[src/design/rth_pkg.sv]
package rth_pkg;

    localparam int PIX_W         = 8;
    localparam int HUE_W         = 15;
    localparam int DIV_W         = 9;
    localparam int SECT_W        = 11;
    localparam int HUE_NUM_W     = 23;
    localparam int HUE_SCALE     = 3840;
    localparam int HUE_FULL      = 23040;
    localparam int LIGHT_DEN     = 510;
    localparam int HALF_SUM      = 255;
    localparam int N_LANE        = 2;
    localparam int LANE_HUE      = 0;
    localparam int LANE_SAT      = 1;
    localparam int FRAC_BITS_DEF = 16;
    localparam int STEP_BITS_DEF = 4;

    typedef enum logic [2:0] {
        SEC_RED   = 3'b001,
        SEC_GREEN = 3'b010,
        SEC_BLUE  = 3'b100
    } sector_t;

endpackage

[src/design/rth_front.sv]
module rth_front
    import rth_pkg::*;
#(
    parameter int FRAC_BITS = FRAC_BITS_DEF,
    parameter int QP        = 20
) (
    input  logic                             aclk,
    input  logic                             aresetn,
    input  logic                             in_valid,
    output logic                             in_ready,
    input  logic [PIX_W-1:0]                 red,
    input  logic [PIX_W-1:0]                 green,
    input  logic [PIX_W-1:0]                 blue,
    output logic                             out_valid,
    input  logic                             out_ready,
    output logic [N_LANE-1:0][DIV_W-1:0]     out_rem,
    output logic [N_LANE-1:0][DIV_W-1:0]     out_den,
    output logic [N_LANE-1:0][QP-1:0]        out_work,
    output logic [FRAC_BITS:0]               out_lit,
    output logic                             out_grey
);

    localparam int NW = (HUE_NUM_W > FRAC_BITS + DIV_W) ? HUE_NUM_W : FRAC_BITS + DIV_W;

    // stage a: max, min and sector
    logic             a_valid_reg;
    logic             a_ready;
    logic [PIX_W-1:0] a_red_reg, a_green_reg, a_blue_reg, a_mx_reg, a_mn_reg;
    logic [PIX_W-1:0] a_mx_next, a_mn_next;
    sector_t          a_sec_reg, a_sec_next;

    // stage b: difference, sum, sector numerator, saturation divisor
    logic              b_valid_reg;
    logic              b_ready;
    logic [PIX_W-1:0]  b_d_reg, b_d_next;
    logic [DIV_W-1:0]  b_sm_reg, b_sm_next;
    logic [SECT_W-1:0] b_n_reg, b_n_next;
    logic [DIV_W-1:0]  b_den_reg, b_den_next;
    logic              b_grey_reg, b_grey_next;

    // stage c: divider operands and lightness
    logic                         c_valid_reg;
    logic                         c_ready;
    logic [N_LANE-1:0][NW-1:0]    num;
    logic [N_LANE-1:0][DIV_W-1:0] c_rem_reg, c_rem_next, c_den_reg, c_den_next;
    logic [N_LANE-1:0][QP-1:0]    c_work_reg, c_work_next;
    logic [FRAC_BITS:0]           c_lit_reg, c_lit_next;
    logic                         c_grey_reg;
    logic [1:0]                   lit_whole;
    logic [PIX_W-1:0]             lit_part;
    logic [FRAC_BITS-1:0]         lit_pat;

    assign c_ready  = !c_valid_reg || out_ready;
    assign b_ready  = !b_valid_reg || c_ready;
    assign a_ready  = !a_valid_reg || b_ready;
    assign in_ready = a_ready;

    always_comb begin
        a_mx_next = red;
        if (green > a_mx_next) a_mx_next = green;
        if (blue > a_mx_next) a_mx_next = blue;
        a_mn_next = red;
        if (green < a_mn_next) a_mn_next = green;
        if (blue < a_mn_next) a_mn_next = blue;
        if (red == a_mx_next) begin
            a_sec_next = SEC_RED;
        end else if (green == a_mx_next) begin
            a_sec_next = SEC_GREEN;
        end else begin
            a_sec_next = SEC_BLUE;
        end
    end

    always_comb begin
        logic [SECT_W-1:0] d_w, r_w, g_w, b_w;
        b_d_next    = a_mx_reg - a_mn_reg;
        b_sm_next   = DIV_W'(a_mx_reg) + DIV_W'(a_mn_reg);
        b_grey_next = (b_d_next == '0);
        d_w = SECT_W'(b_d_next);
        r_w = SECT_W'(a_red_reg);
        g_w = SECT_W'(a_green_reg);
        b_w = SECT_W'(a_blue_reg);
        case (a_sec_reg)
            SEC_RED: begin
                if (a_green_reg >= a_blue_reg) begin
                    b_n_next = g_w - b_w;
                end else begin
                    b_n_next = (d_w << 2) + (d_w << 1) - (b_w - g_w);
                end
            end
            SEC_GREEN: b_n_next = (d_w << 1) + b_w - r_w;
            SEC_BLUE:  b_n_next = (d_w << 2) + r_w - g_w;
            default:   b_n_next = '0;
        endcase
        if (b_sm_next <= DIV_W'(HALF_SUM)) begin
            b_den_next = b_sm_next;
        end else begin
            b_den_next = DIV_W'(LIGHT_DEN) - b_sm_next;
        end
    end

    always_comb begin
        logic [NW+QP-1:0] ext;
        num[LANE_HUE] = NW'(b_n_reg) * NW'(HUE_SCALE);
        num[LANE_SAT] = NW'(b_d_reg) << FRAC_BITS;
        c_den_next[LANE_HUE] = DIV_W'(b_d_reg);
        c_den_next[LANE_SAT] = b_den_reg;
        for (int l = 0; l < N_LANE; l++) begin
            ext            = (NW+QP)'(num[l]);
            c_rem_next[l]  = DIV_W'(ext >> QP);
            c_work_next[l] = ext[QP-1:0];
        end
    end

    // lightness: whole 255ths of the sum, the rest over 255 is its own bits repeated
    always_comb begin
        if (b_sm_reg >= DIV_W'(LIGHT_DEN)) begin
            lit_whole = 2'd2;
            lit_part  = '0;
        end else if (b_sm_reg >= DIV_W'(HALF_SUM)) begin
            lit_whole = 2'd1;
            lit_part  = PIX_W'(b_sm_reg - DIV_W'(HALF_SUM));
        end else begin
            lit_whole = 2'd0;
            lit_part  = PIX_W'(b_sm_reg);
        end
        for (int k = 0; k < FRAC_BITS; k++) begin
            lit_pat[k] = lit_part[PIX_W-1-((FRAC_BITS-1-k) % PIX_W)];
        end
        c_lit_next = {lit_whole, lit_pat[FRAC_BITS-1:1]} + (FRAC_BITS+1)'(lit_pat[0]);
    end

    always_ff @(posedge aclk) begin
        if (!aresetn) begin
            a_valid_reg <= 1'b0;
            b_valid_reg <= 1'b0;
            c_valid_reg <= 1'b0;
        end else begin
            if (a_ready) a_valid_reg <= in_valid;
            if (b_ready) b_valid_reg <= a_valid_reg;
            if (c_ready) c_valid_reg <= b_valid_reg;
        end
    end

    always_ff @(posedge aclk) begin
        if (in_valid && a_ready) begin
            a_red_reg   <= red;
            a_green_reg <= green;
            a_blue_reg  <= blue;
            a_mx_reg    <= a_mx_next;
            a_mn_reg    <= a_mn_next;
            a_sec_reg   <= a_sec_next;
        end
        if (a_valid_reg && b_ready) begin
            b_d_reg    <= b_d_next;
            b_sm_reg   <= b_sm_next;
            b_n_reg    <= b_n_next;
            b_den_reg  <= b_den_next;
            b_grey_reg <= b_grey_next;
        end
        if (b_valid_reg && c_ready) begin
            c_rem_reg  <= c_rem_next;
            c_den_reg  <= c_den_next;
            c_work_reg <= c_work_next;
            c_lit_reg  <= c_lit_next;
            c_grey_reg <= b_grey_reg;
        end
    end

    assign out_valid = c_valid_reg;
    assign out_rem   = c_rem_reg;
    assign out_den   = c_den_reg;
    assign out_work  = c_work_reg;
    assign out_lit   = c_lit_reg;
    assign out_grey  = c_grey_reg;

endmodule

[src/design/rth_div_step.sv]
module rth_div_step
    import rth_pkg::*;
#(
    parameter int FRAC_BITS = FRAC_BITS_DEF,
    parameter int QP        = 20,
    parameter int STEP_BITS = STEP_BITS_DEF
) (
    input  logic                         aclk,
    input  logic                         aresetn,
    input  logic                         in_valid,
    output logic                         in_ready,
    input  logic [N_LANE-1:0][DIV_W-1:0] in_rem,
    input  logic [N_LANE-1:0][DIV_W-1:0] in_den,
    input  logic [N_LANE-1:0][QP-1:0]    in_work,
    input  logic [FRAC_BITS:0]           in_lit,
    input  logic                         in_grey,
    output logic                         out_valid,
    input  logic                         out_ready,
    output logic [N_LANE-1:0][DIV_W-1:0] out_rem,
    output logic [N_LANE-1:0][DIV_W-1:0] out_den,
    output logic [N_LANE-1:0][QP-1:0]    out_work,
    output logic [FRAC_BITS:0]           out_lit,
    output logic                         out_grey
);

    logic                         valid_reg;
    logic [N_LANE-1:0][DIV_W-1:0] rem_reg, rem_next, den_reg;
    logic [N_LANE-1:0][QP-1:0]    work_reg, work_next;
    logic [FRAC_BITS:0]           lit_reg;
    logic                         grey_reg;

    assign in_ready = !valid_reg || out_ready;

    // restoring division, quotient bits shift in at the bottom of the work word
    always_comb begin
        logic [DIV_W:0]   trial;
        logic [DIV_W-1:0] rem;
        logic [QP-1:0]    work;
        logic             qbit;
        for (int l = 0; l < N_LANE; l++) begin
            rem  = in_rem[l];
            work = in_work[l];
            for (int s = 0; s < STEP_BITS; s++) begin
                trial = {rem, work[QP-1]};
                qbit  = (trial >= {1'b0, in_den[l]});
                if (qbit) begin
                    rem = DIV_W'(trial - {1'b0, in_den[l]});
                end else begin
                    rem = trial[DIV_W-1:0];
                end
                work = {work[QP-2:0], qbit};
            end
            rem_next[l]  = rem;
            work_next[l] = work;
        end
    end

    always_ff @(posedge aclk) begin
        if (!aresetn) begin
            valid_reg <= 1'b0;
        end else if (in_ready) begin
            valid_reg <= in_valid;
        end
    end

    always_ff @(posedge aclk) begin
        if (in_valid && in_ready) begin
            rem_reg  <= rem_next;
            work_reg <= work_next;
            den_reg  <= in_den;
            lit_reg  <= in_lit;
            grey_reg <= in_grey;
        end
    end

    assign out_valid = valid_reg;
    assign out_rem   = rem_reg;
    assign out_den   = den_reg;
    assign out_work  = work_reg;
    assign out_lit   = lit_reg;
    assign out_grey  = grey_reg;

endmodule

[src/design/rth_round.sv]
module rth_round
    import rth_pkg::*;
#(
    parameter int FRAC_BITS = FRAC_BITS_DEF,
    parameter int QP        = 20
) (
    input  logic                         aclk,
    input  logic                         aresetn,
    input  logic                         in_valid,
    output logic                         in_ready,
    input  logic [N_LANE-1:0][DIV_W-1:0] in_rem,
    input  logic [N_LANE-1:0][DIV_W-1:0] in_den,
    input  logic [N_LANE-1:0][QP-1:0]    in_work,
    input  logic [FRAC_BITS:0]           in_lit,
    input  logic                         in_grey,
    output logic                         out_valid,
    input  logic                         out_ready,
    output logic [HUE_W-1:0]             hue,
    output logic [FRAC_BITS:0]           saturation,
    output logic [FRAC_BITS:0]           lightness
);

    localparam int SL_W = FRAC_BITS + 1;

    logic              valid_reg;
    logic [HUE_W-1:0]  hue_reg, hue_next;
    logic [SL_W-1:0]   sat_reg, sat_next, lit_reg, lit_next;
    logic [N_LANE-1:0] up;
    logic [HUE_W:0]    hue_sum;

    assign in_ready = !valid_reg || out_ready;

    // round half up from the final remainder
    always_comb begin
        for (int l = 0; l < N_LANE; l++) begin
            up[l] = ({in_rem[l], 1'b0} >= {1'b0, in_den[l]});
        end
        hue_sum = (HUE_W+1)'(in_work[LANE_HUE][HUE_W-1:0]) + (HUE_W+1)'(up[LANE_HUE]);
        if (hue_sum >= (HUE_W+1)'(HUE_FULL)) begin
            hue_sum = hue_sum - (HUE_W+1)'(HUE_FULL);
        end
        hue_next = in_grey ? '0 : hue_sum[HUE_W-1:0];
        sat_next = in_grey ? '0 : in_work[LANE_SAT][SL_W-1:0] + SL_W'(up[LANE_SAT]);
        lit_next = in_lit;
    end

    always_ff @(posedge aclk) begin
        if (!aresetn) begin
            valid_reg <= 1'b0;
        end else if (in_ready) begin
            valid_reg <= in_valid;
        end
    end

    always_ff @(posedge aclk) begin
        if (in_valid && in_ready) begin
            hue_reg <= hue_next;
            sat_reg <= sat_next;
            lit_reg <= lit_next;
        end
    end

    assign out_valid  = valid_reg;
    assign hue        = hue_reg;
    assign saturation = sat_reg;
    assign lightness  = lit_reg;

endmodule

[src/design/rgb_to_hsl.sv]
// rgb_to_hsl: converts one 8-bit rgb pixel per transfer into hue (degrees, 6 fraction bits),
// saturation and lightness (FRAC_BITS fraction bits, 1 << FRAC_BITS is 1.0), all rounded to
// nearest. The pipeline takes one pixel every clock unless backpressure stalls it. It is
// three front stages (max/min, sector numerator, divider operands and lightness), the divider
// stages that each retire STEP_BITS quotient bits for the hue and saturation quotients, and
// the rounding stage that is the output register. Backpressure stalls only the stages that are
// full, so bubbles are squeezed out while m_tready is low.
module rgb_to_hsl
    import rth_pkg::*;
#(
    parameter int FRAC_BITS = FRAC_BITS_DEF,
    parameter int STEP_BITS = STEP_BITS_DEF,
    localparam int SL_W  = FRAC_BITS + 1,
    localparam int OUT_W = ((HUE_W + 2 * SL_W + 7) / 8) * 8
) (
    input  logic             aclk,
    input  logic             aresetn,
    input  logic             s_tvalid,
    output logic             s_tready,
    input  logic [23:0]      s_tdata,   // red, green, blue
    output logic             m_tvalid,
    input  logic             m_tready,
    output logic [OUT_W-1:0] m_tdata    // hue, saturation, lightness, zero pad
);

    localparam int QW   = (HUE_W > SL_W) ? HUE_W : SL_W;
    localparam int NSTG = (QW + STEP_BITS - 1) / STEP_BITS;
    localparam int QP   = NSTG * STEP_BITS;

    logic [NSTG:0]                            st_valid, st_ready, st_grey;
    logic [NSTG:0][N_LANE-1:0][DIV_W-1:0]     st_rem, st_den;
    logic [NSTG:0][N_LANE-1:0][QP-1:0]        st_work;
    logic [NSTG:0][SL_W-1:0]                  st_lit;
    logic [HUE_W-1:0]                         hue;
    logic [SL_W-1:0]                          saturation, lightness;

    rth_front #(
        .FRAC_BITS (FRAC_BITS),
        .QP        (QP)
    ) u_front (
        .aclk      (aclk),
        .aresetn   (aresetn),
        .in_valid  (s_tvalid),
        .in_ready  (s_tready),
        .red       (s_tdata[7:0]),
        .green     (s_tdata[15:8]),
        .blue      (s_tdata[23:16]),
        .out_valid (st_valid[0]),
        .out_ready (st_ready[0]),
        .out_rem   (st_rem[0]),
        .out_den   (st_den[0]),
        .out_work  (st_work[0]),
        .out_lit   (st_lit[0]),
        .out_grey  (st_grey[0])
    );

    for (genvar i = 0; i < NSTG; i++) begin : g_div
        rth_div_step #(
            .FRAC_BITS (FRAC_BITS),
            .QP        (QP),
            .STEP_BITS (STEP_BITS)
        ) u_step (
            .aclk      (aclk),
            .aresetn   (aresetn),
            .in_valid  (st_valid[i]),
            .in_ready  (st_ready[i]),
            .in_rem    (st_rem[i]),
            .in_den    (st_den[i]),
            .in_work   (st_work[i]),
            .in_lit    (st_lit[i]),
            .in_grey   (st_grey[i]),
            .out_valid (st_valid[i+1]),
            .out_ready (st_ready[i+1]),
            .out_rem   (st_rem[i+1]),
            .out_den   (st_den[i+1]),
            .out_work  (st_work[i+1]),
            .out_lit   (st_lit[i+1]),
            .out_grey  (st_grey[i+1])
        );
    end

    rth_round #(
        .FRAC_BITS (FRAC_BITS),
        .QP        (QP)
    ) u_round (
        .aclk       (aclk),
        .aresetn    (aresetn),
        .in_valid   (st_valid[NSTG]),
        .in_ready   (st_ready[NSTG]),
        .in_rem     (st_rem[NSTG]),
        .in_den     (st_den[NSTG]),
        .in_work    (st_work[NSTG]),
        .in_lit     (st_lit[NSTG]),
        .in_grey    (st_grey[NSTG]),
        .out_valid  (m_tvalid),
        .out_ready  (m_tready),
        .hue        (hue),
        .saturation (saturation),
        .lightness  (lightness)
    );

    assign m_tdata = OUT_W'({lightness, saturation, hue});

    a_hue_range: assert property (@(posedge aclk) disable iff (!aresetn)
        m_tvalid |-> (hue < HUE_W'(HUE_FULL)))
        else $error("hue not wrapped below full circle");

    a_sl_range: assert property (@(posedge aclk) disable iff (!aresetn)
        m_tvalid |-> (saturation <= (SL_W'(1) << FRAC_BITS))
                     && (lightness <= (SL_W'(1) << FRAC_BITS)))
        else $error("saturation or lightness above one");

    a_ready_free: assert property (@(posedge aclk) disable iff (!aresetn)
        !m_tvalid |-> s_tready)
        else $error("input stalled with empty output register");

endmodule
[config.mk]
export PLATFORM = sky130hd
export DESIGN_NAME = rgb_to_hsl
export DESIGN_NICKNAME = d
export VERILOG_FILES = /design/src/design/rth_pkg.sv /design/src/design/rth_front.sv /design/src/design/rth_div_step.sv /design/src/design/rth_round.sv /design/src/design/rgb_to_hsl.sv
export SDC_FILE = /design/constraint.sdc
export NUM_CORES = 2
export LEC_CHECK = 0
export ABC_AREA = 0
export BUFFER_PORTS_ARGS = -buffer_cell sky130_fd_sc_hd__buf_2
export CAP_MARGIN = 10
export CORE_ASPECT_RATIO = 0.75
export CORE_MARGIN = 3
export CORE_UTILIZATION = 35
export CTS_CLUSTER_DIAMETER = 50
export CTS_CLUSTER_SIZE = 14
export DETAILED_ROUTE_END_ITERATION = 12
export PLACE_DENSITY_LB_ADDON = 0.05
export SLEW_MARGIN = 20
export SYNTH_ARGS = -nofsm -noshare
export SYNTH_HDL_FRONTEND = slang
export SYNTH_SLANG_ARGS = --single-unit
[constraint.sdc]
create_clock -name aclk -period 9.75 [get_ports aclk]
set_input_delay 0.975 -clock aclk [delete_from_list [all_inputs] [get_ports aclk]]
set_output_delay 0.975 -clock aclk [all_outputs]
set_load 0.005 [all_outputs]
# After elaboration in Yosys (flattened, before gate mapping)
# Index checks and enable logic that the tools add are counted.
# Widths: inputs -> output; s select.
[totals] out_inout_bits=58 ff_bits=564 elab_cells=271 in_bits=28
[op_classes] mux=53 multipliers=1 eq_ne=5 magnitude_cmp=51 addsub=56 reduce_logical=28
[op_table] cell="$mux 9" n=41
[op_table] cell="$ge 10x8->1" n=20
[op_table] cell="$ge 10x9->1" n=20
[op_table] cell="$sub 9x8->9" n=19
[op_table] cell="$sub 9x9->9" n=19
[op_table] cell="$mux 8" n=6
[op_table] cell="$add 17x1->17" n=2
[op_table] cell="$pmux 11 s3" n=1
[op_table] cell="$sub 11x8->11" n=2
[op_table] cell="$sub 8x8->9" n=2
[op_table] cell="$add 15x1->16" n=1
[op_table] cell="$eq 8x8->1" n=2
[op_table] cell="$ge 16x15->1 const B" n=1
[op_table] cell="$gt 8x8->1" n=2
[op_table] cell="$lt 8x8->1" n=2
[op_table] cell="$mul 11x4->15 const B" n=1
[op_table] cell="$mux 15" n=1
[op_table] cell="$sub 15x15->15 const B" n=1
[op_table] cell="$add 10x8->11" n=1
[op_table] cell="$add 10x9->11" n=1
[op_table] cell="$mux 11" n=1
[op_table] cell="$sub 11x11->11" n=1
[op_table] cell="$add 9x8->10" n=1
[op_table] cell="$add 8x8->9" n=1
[op_table] cell="other kinds (21)" n=45

# Depth between registers and ports, before layout
[depth] ltp_word=11 mapped_depth=42 depth_no_buf=38

# Hierarchy
# Synthesis repeated with hierarchy kept, for this count alone.
[unflattened] cells_unflattened=4292 hier_area_um2=47264.1
[modules_own_cells] mod="rth_div_step at g_div[0].u_step ..." area_per_inst_um2=6810.3 instances=3 seq_area_each_um2=2842.7 cells_each=614
[modules_own_cells] mod="rth_front" area_per_inst_um2=10296.1 instances=1 seq_area_each_um2=3903.7 cells_each=946
[modules_own_cells] mod="rth_div_step at g_div[3].u_step" area_per_inst_um2=6897.9 instances=1 seq_area_each_um2=2842.7 cells_each=647
[modules_own_cells] mod="rth_div_step at g_div[2].u_step" area_per_inst_um2=6746.5 instances=1 seq_area_each_um2=2842.7 cells_each=597
[modules_own_cells] mod="rth_round" area_per_inst_um2=2836.5 instances=1 seq_area_each_um2=1491.4 cells_each=252
[modules_own_cells] mod="rgb_to_hsl" area_per_inst_um2=56.3 instances=1 seq_area_each_um2=0.0 cells_each=8

# Worst setup path after synthesis
# OpenSTA, ideal clock, no wires.
[synth_timing] path_type="reg2reg" from="register u_front.c_den_reg, in the netlist u_front.out_den[1]" to="register g_div[0].u_step.rem_reg, in the netlist g_div[0].u_step.out_rem[1] (data pin)" n_path_buf=3 setup_slack_ns=0.826 required_ns=9.492 synth_period_minus_slack_ns=8.924 setup_ns=0.258 t_arrival_ns=8.666 path_stages_with_launch=41 cell_sequence="edfxtp_1 -> inv_1 -> ha_1 -> nor2b_1 -> o21ai_1 -> a21boi_0 -> or2_2 -> o21ai_1 -> mux2_2 -> ha_1 -> nor2b_1 -> o21ai_0 -> a21oi_1 -> nor3_1 -> nand4_1 -> clkbuf_1 -> nor2_1 -> a21oi_1 -> [5 not listed] -> o21ai_0 -> or4_1 -> or2_1 -> clkbuf_1 -> clkbuf_1 -> nor2_1 -> a21oi_1 -> fa_1 -> a21o_1 -> a21oi_1 -> o22ai_1 -> nor2_1 -> o21ai_0 -> a31oi_1 -> o31ai_1 -> nor3b_1 -> nand2_1 -> o221a_2"
[synth_rtl] element="start, declared" line="rth_front.sv:45" text="logic [N_LANE-1:0][DIV_W-1:0] c_rem_reg, c_rem_next, c_den_reg, c_den_next;"
[synth_rtl] element="start signal, assigned" line="rth_front.sv:163" text="c_den_reg <= c_den_next;"
[synth_rtl] element="end signal, assigned" line="rth_div_step.sv:68" text="rem_reg <= rem_next;"
[synth_rtl] element="end, declared" line="rth_div_step.sv:27" text="logic [N_LANE-1:0][DIV_W-1:0] rem_reg, rem_next, den_reg;"

==> flow_metrics.env <==
export IMPL_status="finished clean"
export IMPL_start_util=0.356
export IMPL_setup_viol=0
export IMPL_period_share=0.927
export IMPL_synth_edf_count=530
export IMPL_fin_ws_ns=0.713
export IMPL_post_route_min_period_ns=9.04
export IMPL_netlist_area_leader_share=0.389
export IMPL_fin_worst_skew_ns=0.0299
export IMPL_setup_tns_ns=0
export IMPL_routed_via_density=5.11
export IMPL_grt_max_degree=71
export IMPL_route_detailed_drc=0
export IMPL_drt_iter0_drc=1660
export IMPL_dp_slack_ns=0.434
export IMPL_rows=107
export IMPL_synthCells=3887
export IMPL_vdd_drop_max_mv=0.176
export IMPL_cts_tree="built"
export IMPL_final_nets=4573
export IMPL_fmax_ghz=0.111
export IMPL_max_slew_margin=0.226
export IMPL_postLayoutCellArea_sq_mm=0.0461
export IMPL_syn_area_sq_mm=0.0409
export IMPL_htreeDepth=3
export IMPL_combPwrFrac=0.409
export IMPL_gp_congestion=0.824
export IMPL_cts_buffer_depth=3
export IMPL_yosys_warnings=0
export IMPL_crit_path_start_kind="flop"
export IMPL_p_int_mw=6.25
export IMPL_fillCellCount=11100
export IMPL_dp_hpwl_um=81800
export IMPL_critical_path_class="reg2reg"
export IMPL_grt_first_pass_wirelength_um=164000
export IMPL_path_clk_slew_ns=0.06
export IMPL_die_w_um=401
export IMPL_p_sw_frac=0.353
export IMPL_worstPathRequired_ns=10.15
export IMPL_cts_made_buffers=80
export IMPL_largest_reg_flops=93
export IMPL_drive_gt1_frac=0.125
export IMPL_grt_antenna_before_repair=8
export IMPL_worst_pin_slew_ns=1.16
export IMPL_timing_hold_ws_ns=0.405
export IMPL_numClockSinks=539
export IMPL_placed_cells=5468
export IMPL_clk_latency_ns=0.66
export IMPL_cp_max_fo=13
export IMPL_hold_viol_final=0
export IMPL_cpPeakStageDelay_ns=0.46
export IMPL_num_vias=28700
export IMPL_power_mw=9.67
export IMPL_min_path_type="reg2reg"
export IMPL_root_buffer="clkbuf_16"
export IMPL_die_area_sq_mm=0.121
export IMPL_switchingPower_mw=3.42
export IMPL_ys_seq_area_frac=0.394
export IMPL_routedWlPerCell_um=18.4
export IMPL_ioPinCount=86
export IMPL_die_y_um=302
export IMPL_leakagePower_nw=18.7
export IMPL_instances_no_fill=5622
export IMPL_synth_cell_types=119
export IMPL_drt_pass1_iterations=6
export IMPL_final_util=0.402
export IMPL_synth_avg_cell_area_sq_um=10.5
export IMPL_grt_pass1_vias=28100
export IMPL_routed_wl_um=104000
export IMPL_synthTopCellsByArea="edfxtp_1, ha_1, xnor2_1"
export IMPL_slew_violations=0
export IMPL_port_buffers=78
export IMPL_synthFlopType="edfxtp_1"
export IMPL_synth_seq_cells=539
export IMPL_postPlaceCellArea_sq_mm=0.0433
export IMPL_yosys_area_top_type="edfxtp_1"
export IMPL_seq_power_share=0.293
export IMPL_grt_use_total=0.172
export IMPL_critPathSlowestCell="edfxtp_1"
export IMPL_p_per_area_mw_per_mm2=210
export IMPL_postRouteAntennaNets=0
export IMPL_area_growth_synth_to_final_pct=12.7
export IMPL_synth_async_sr_flop_share=0
export IMPL_core_sq_mm=0.115
export IMPL_cap_viol_max_count=0
export IMPL_arrival_ns=9.44
export IMPL_cp_end_kind="flop"
export IMPL_overflow=0
export IMPL_clockPowerShare=0.297
==> cell usage in the layout, fill, tap and decap left out, types with 21 or more instances in the layout <==
cell,n
a21oi_1,272
o21ai_0,180
buf_4,53
fa_1,63
o31ai_1,21
and2_1,41
nand4_1,64
nor2b_1,86
o21bai_1,52
ha_1,449
mux2i_1,47
a31oi_1,34
clkbuf_16,84
nand2_1,164
xnor2_1,198
nor3_1,52
and3_1,26
buf_2,78
mux2_2,135
a21o_1,143
o21a_1,53
nand3_1,61
nand2b_1,59
edfxtp_1,530
a211oi_1,24
inv_1,316
xor2_1,141
nor2_1,259
==> layer usage <==
layer / part of all wire / GRT usage
met1: 0.56 / 0.273
met3: 0.041 / 0.0304
met2: 0.39 / 0.238
met4: 0.017 / 0.0371
met5: 0 / 0
==> synth_stat cells (all sizes together), types with 22 or more instances <==
cell,n
edfxtp,530
ha,449
inv,325
a21oi,275
nor2,263
xnor2,198
o21ai,193
nand2,167
a21o,145
mux2,144
xor2,141
nor2b,92
nand4,64
fa,63
nand3,61
nand2b,59
nor3,55
o21bai,54
o21a,53
mux2i,48
clkbuf,46
and2,42
a31oi,38
a211oi,30
and3,28
buf,27
or2,23
o31ai,22
==> worst max-delay path, delay by kind of cell (launching register included) <==
family | cells | cell delay [ns]
adder cells (fa/ha/maj) | 4 | 1.17
buffers and inverters | 4 | 0.61
multiplexers | 2 | 0.67
flip-flops | 1 | 0.46
AO/OA/AOI/OAI | 17 | 3.76
AND/OR/NAND/NOR | 10 | 2.07
==> kinds of logic after synthesis <==
| kind of cell | count (synthesis) | synth area share |
|---|---|---|
| AOI/OAI and AO/OA | 955 | 0.153 |
| xor gates and xnor gates | 339 | 0.0726 |
| adders and majority gates | 513 | 0.168 |
| buffers and inverters | 399 | 0.0382 |
| DFF | 539 | 0.394 |
| muxes | 192 | 0.0522 |
| other | 1 | 0.0000917 |
| and+or+nand+nor | 949 | 0.122 |
==> path summary, 6_finish.rpt <==
check / start / endpoint / slack, ns / cells after the start
max: g_div[0].u_step.out_den[11] / g_div[1].u_step.out_rem[16] / 0.71 / 37
max reg2reg: g_div[0].u_step.out_den[11] / g_div[1].u_step.out_rem[16] / 0.71 / 37
min: g_div[3].u_step.out_work[4] / g_div[4].u_step.out_work[8] / 0.41 / 0
min reg2reg: g_div[3].u_step.out_work[4] / g_div[4].u_step.out_work[8] / 0.41 / 0
==> layout make-up <==
| class | count | area, sq um | share of cell area |
|---|---|---|---|
| multi-input cells | 2955 | 23400 | 0.507 |
| flip-flops and latches | 539 | 16100 | 0.349 |
| clock buffers | 91 | 2130 | 0.0462 |
| well taps | 1526 | 1910 | 0.0414 |
| inverters | 326 | 1230 | 0.0267 |
| repair buffers | 131 | 788 | 0.0171 |
| clock inverters | 52 | 541 | 0.0117 |
| diodes | 2 | 5.00 | 0.000109 |
==> power groups by stage <==
stage | registers, mW | logic [mW] | clock network [mW]
CTS | 2.84 | 3.98 | 2.98
global route | 2.85 | 4.48 | 3.09
global placement | 2.89 | 3.97 | 0
floorplan | 2.86 | 3.10 | 0
finish | 2.84 | 3.96 | 2.88
detailed placement | 2.89 | 3.94 | 0
==> timing repair <==
action,in CTS,in global routing
hold endpoints to repair,0,0
endpoints found under the setup margin,0,68
hold buffers,0,0
resized for setup,0,11
setup buffers,0,9
No activity file was read; power rests on OpenSTA's default activity.
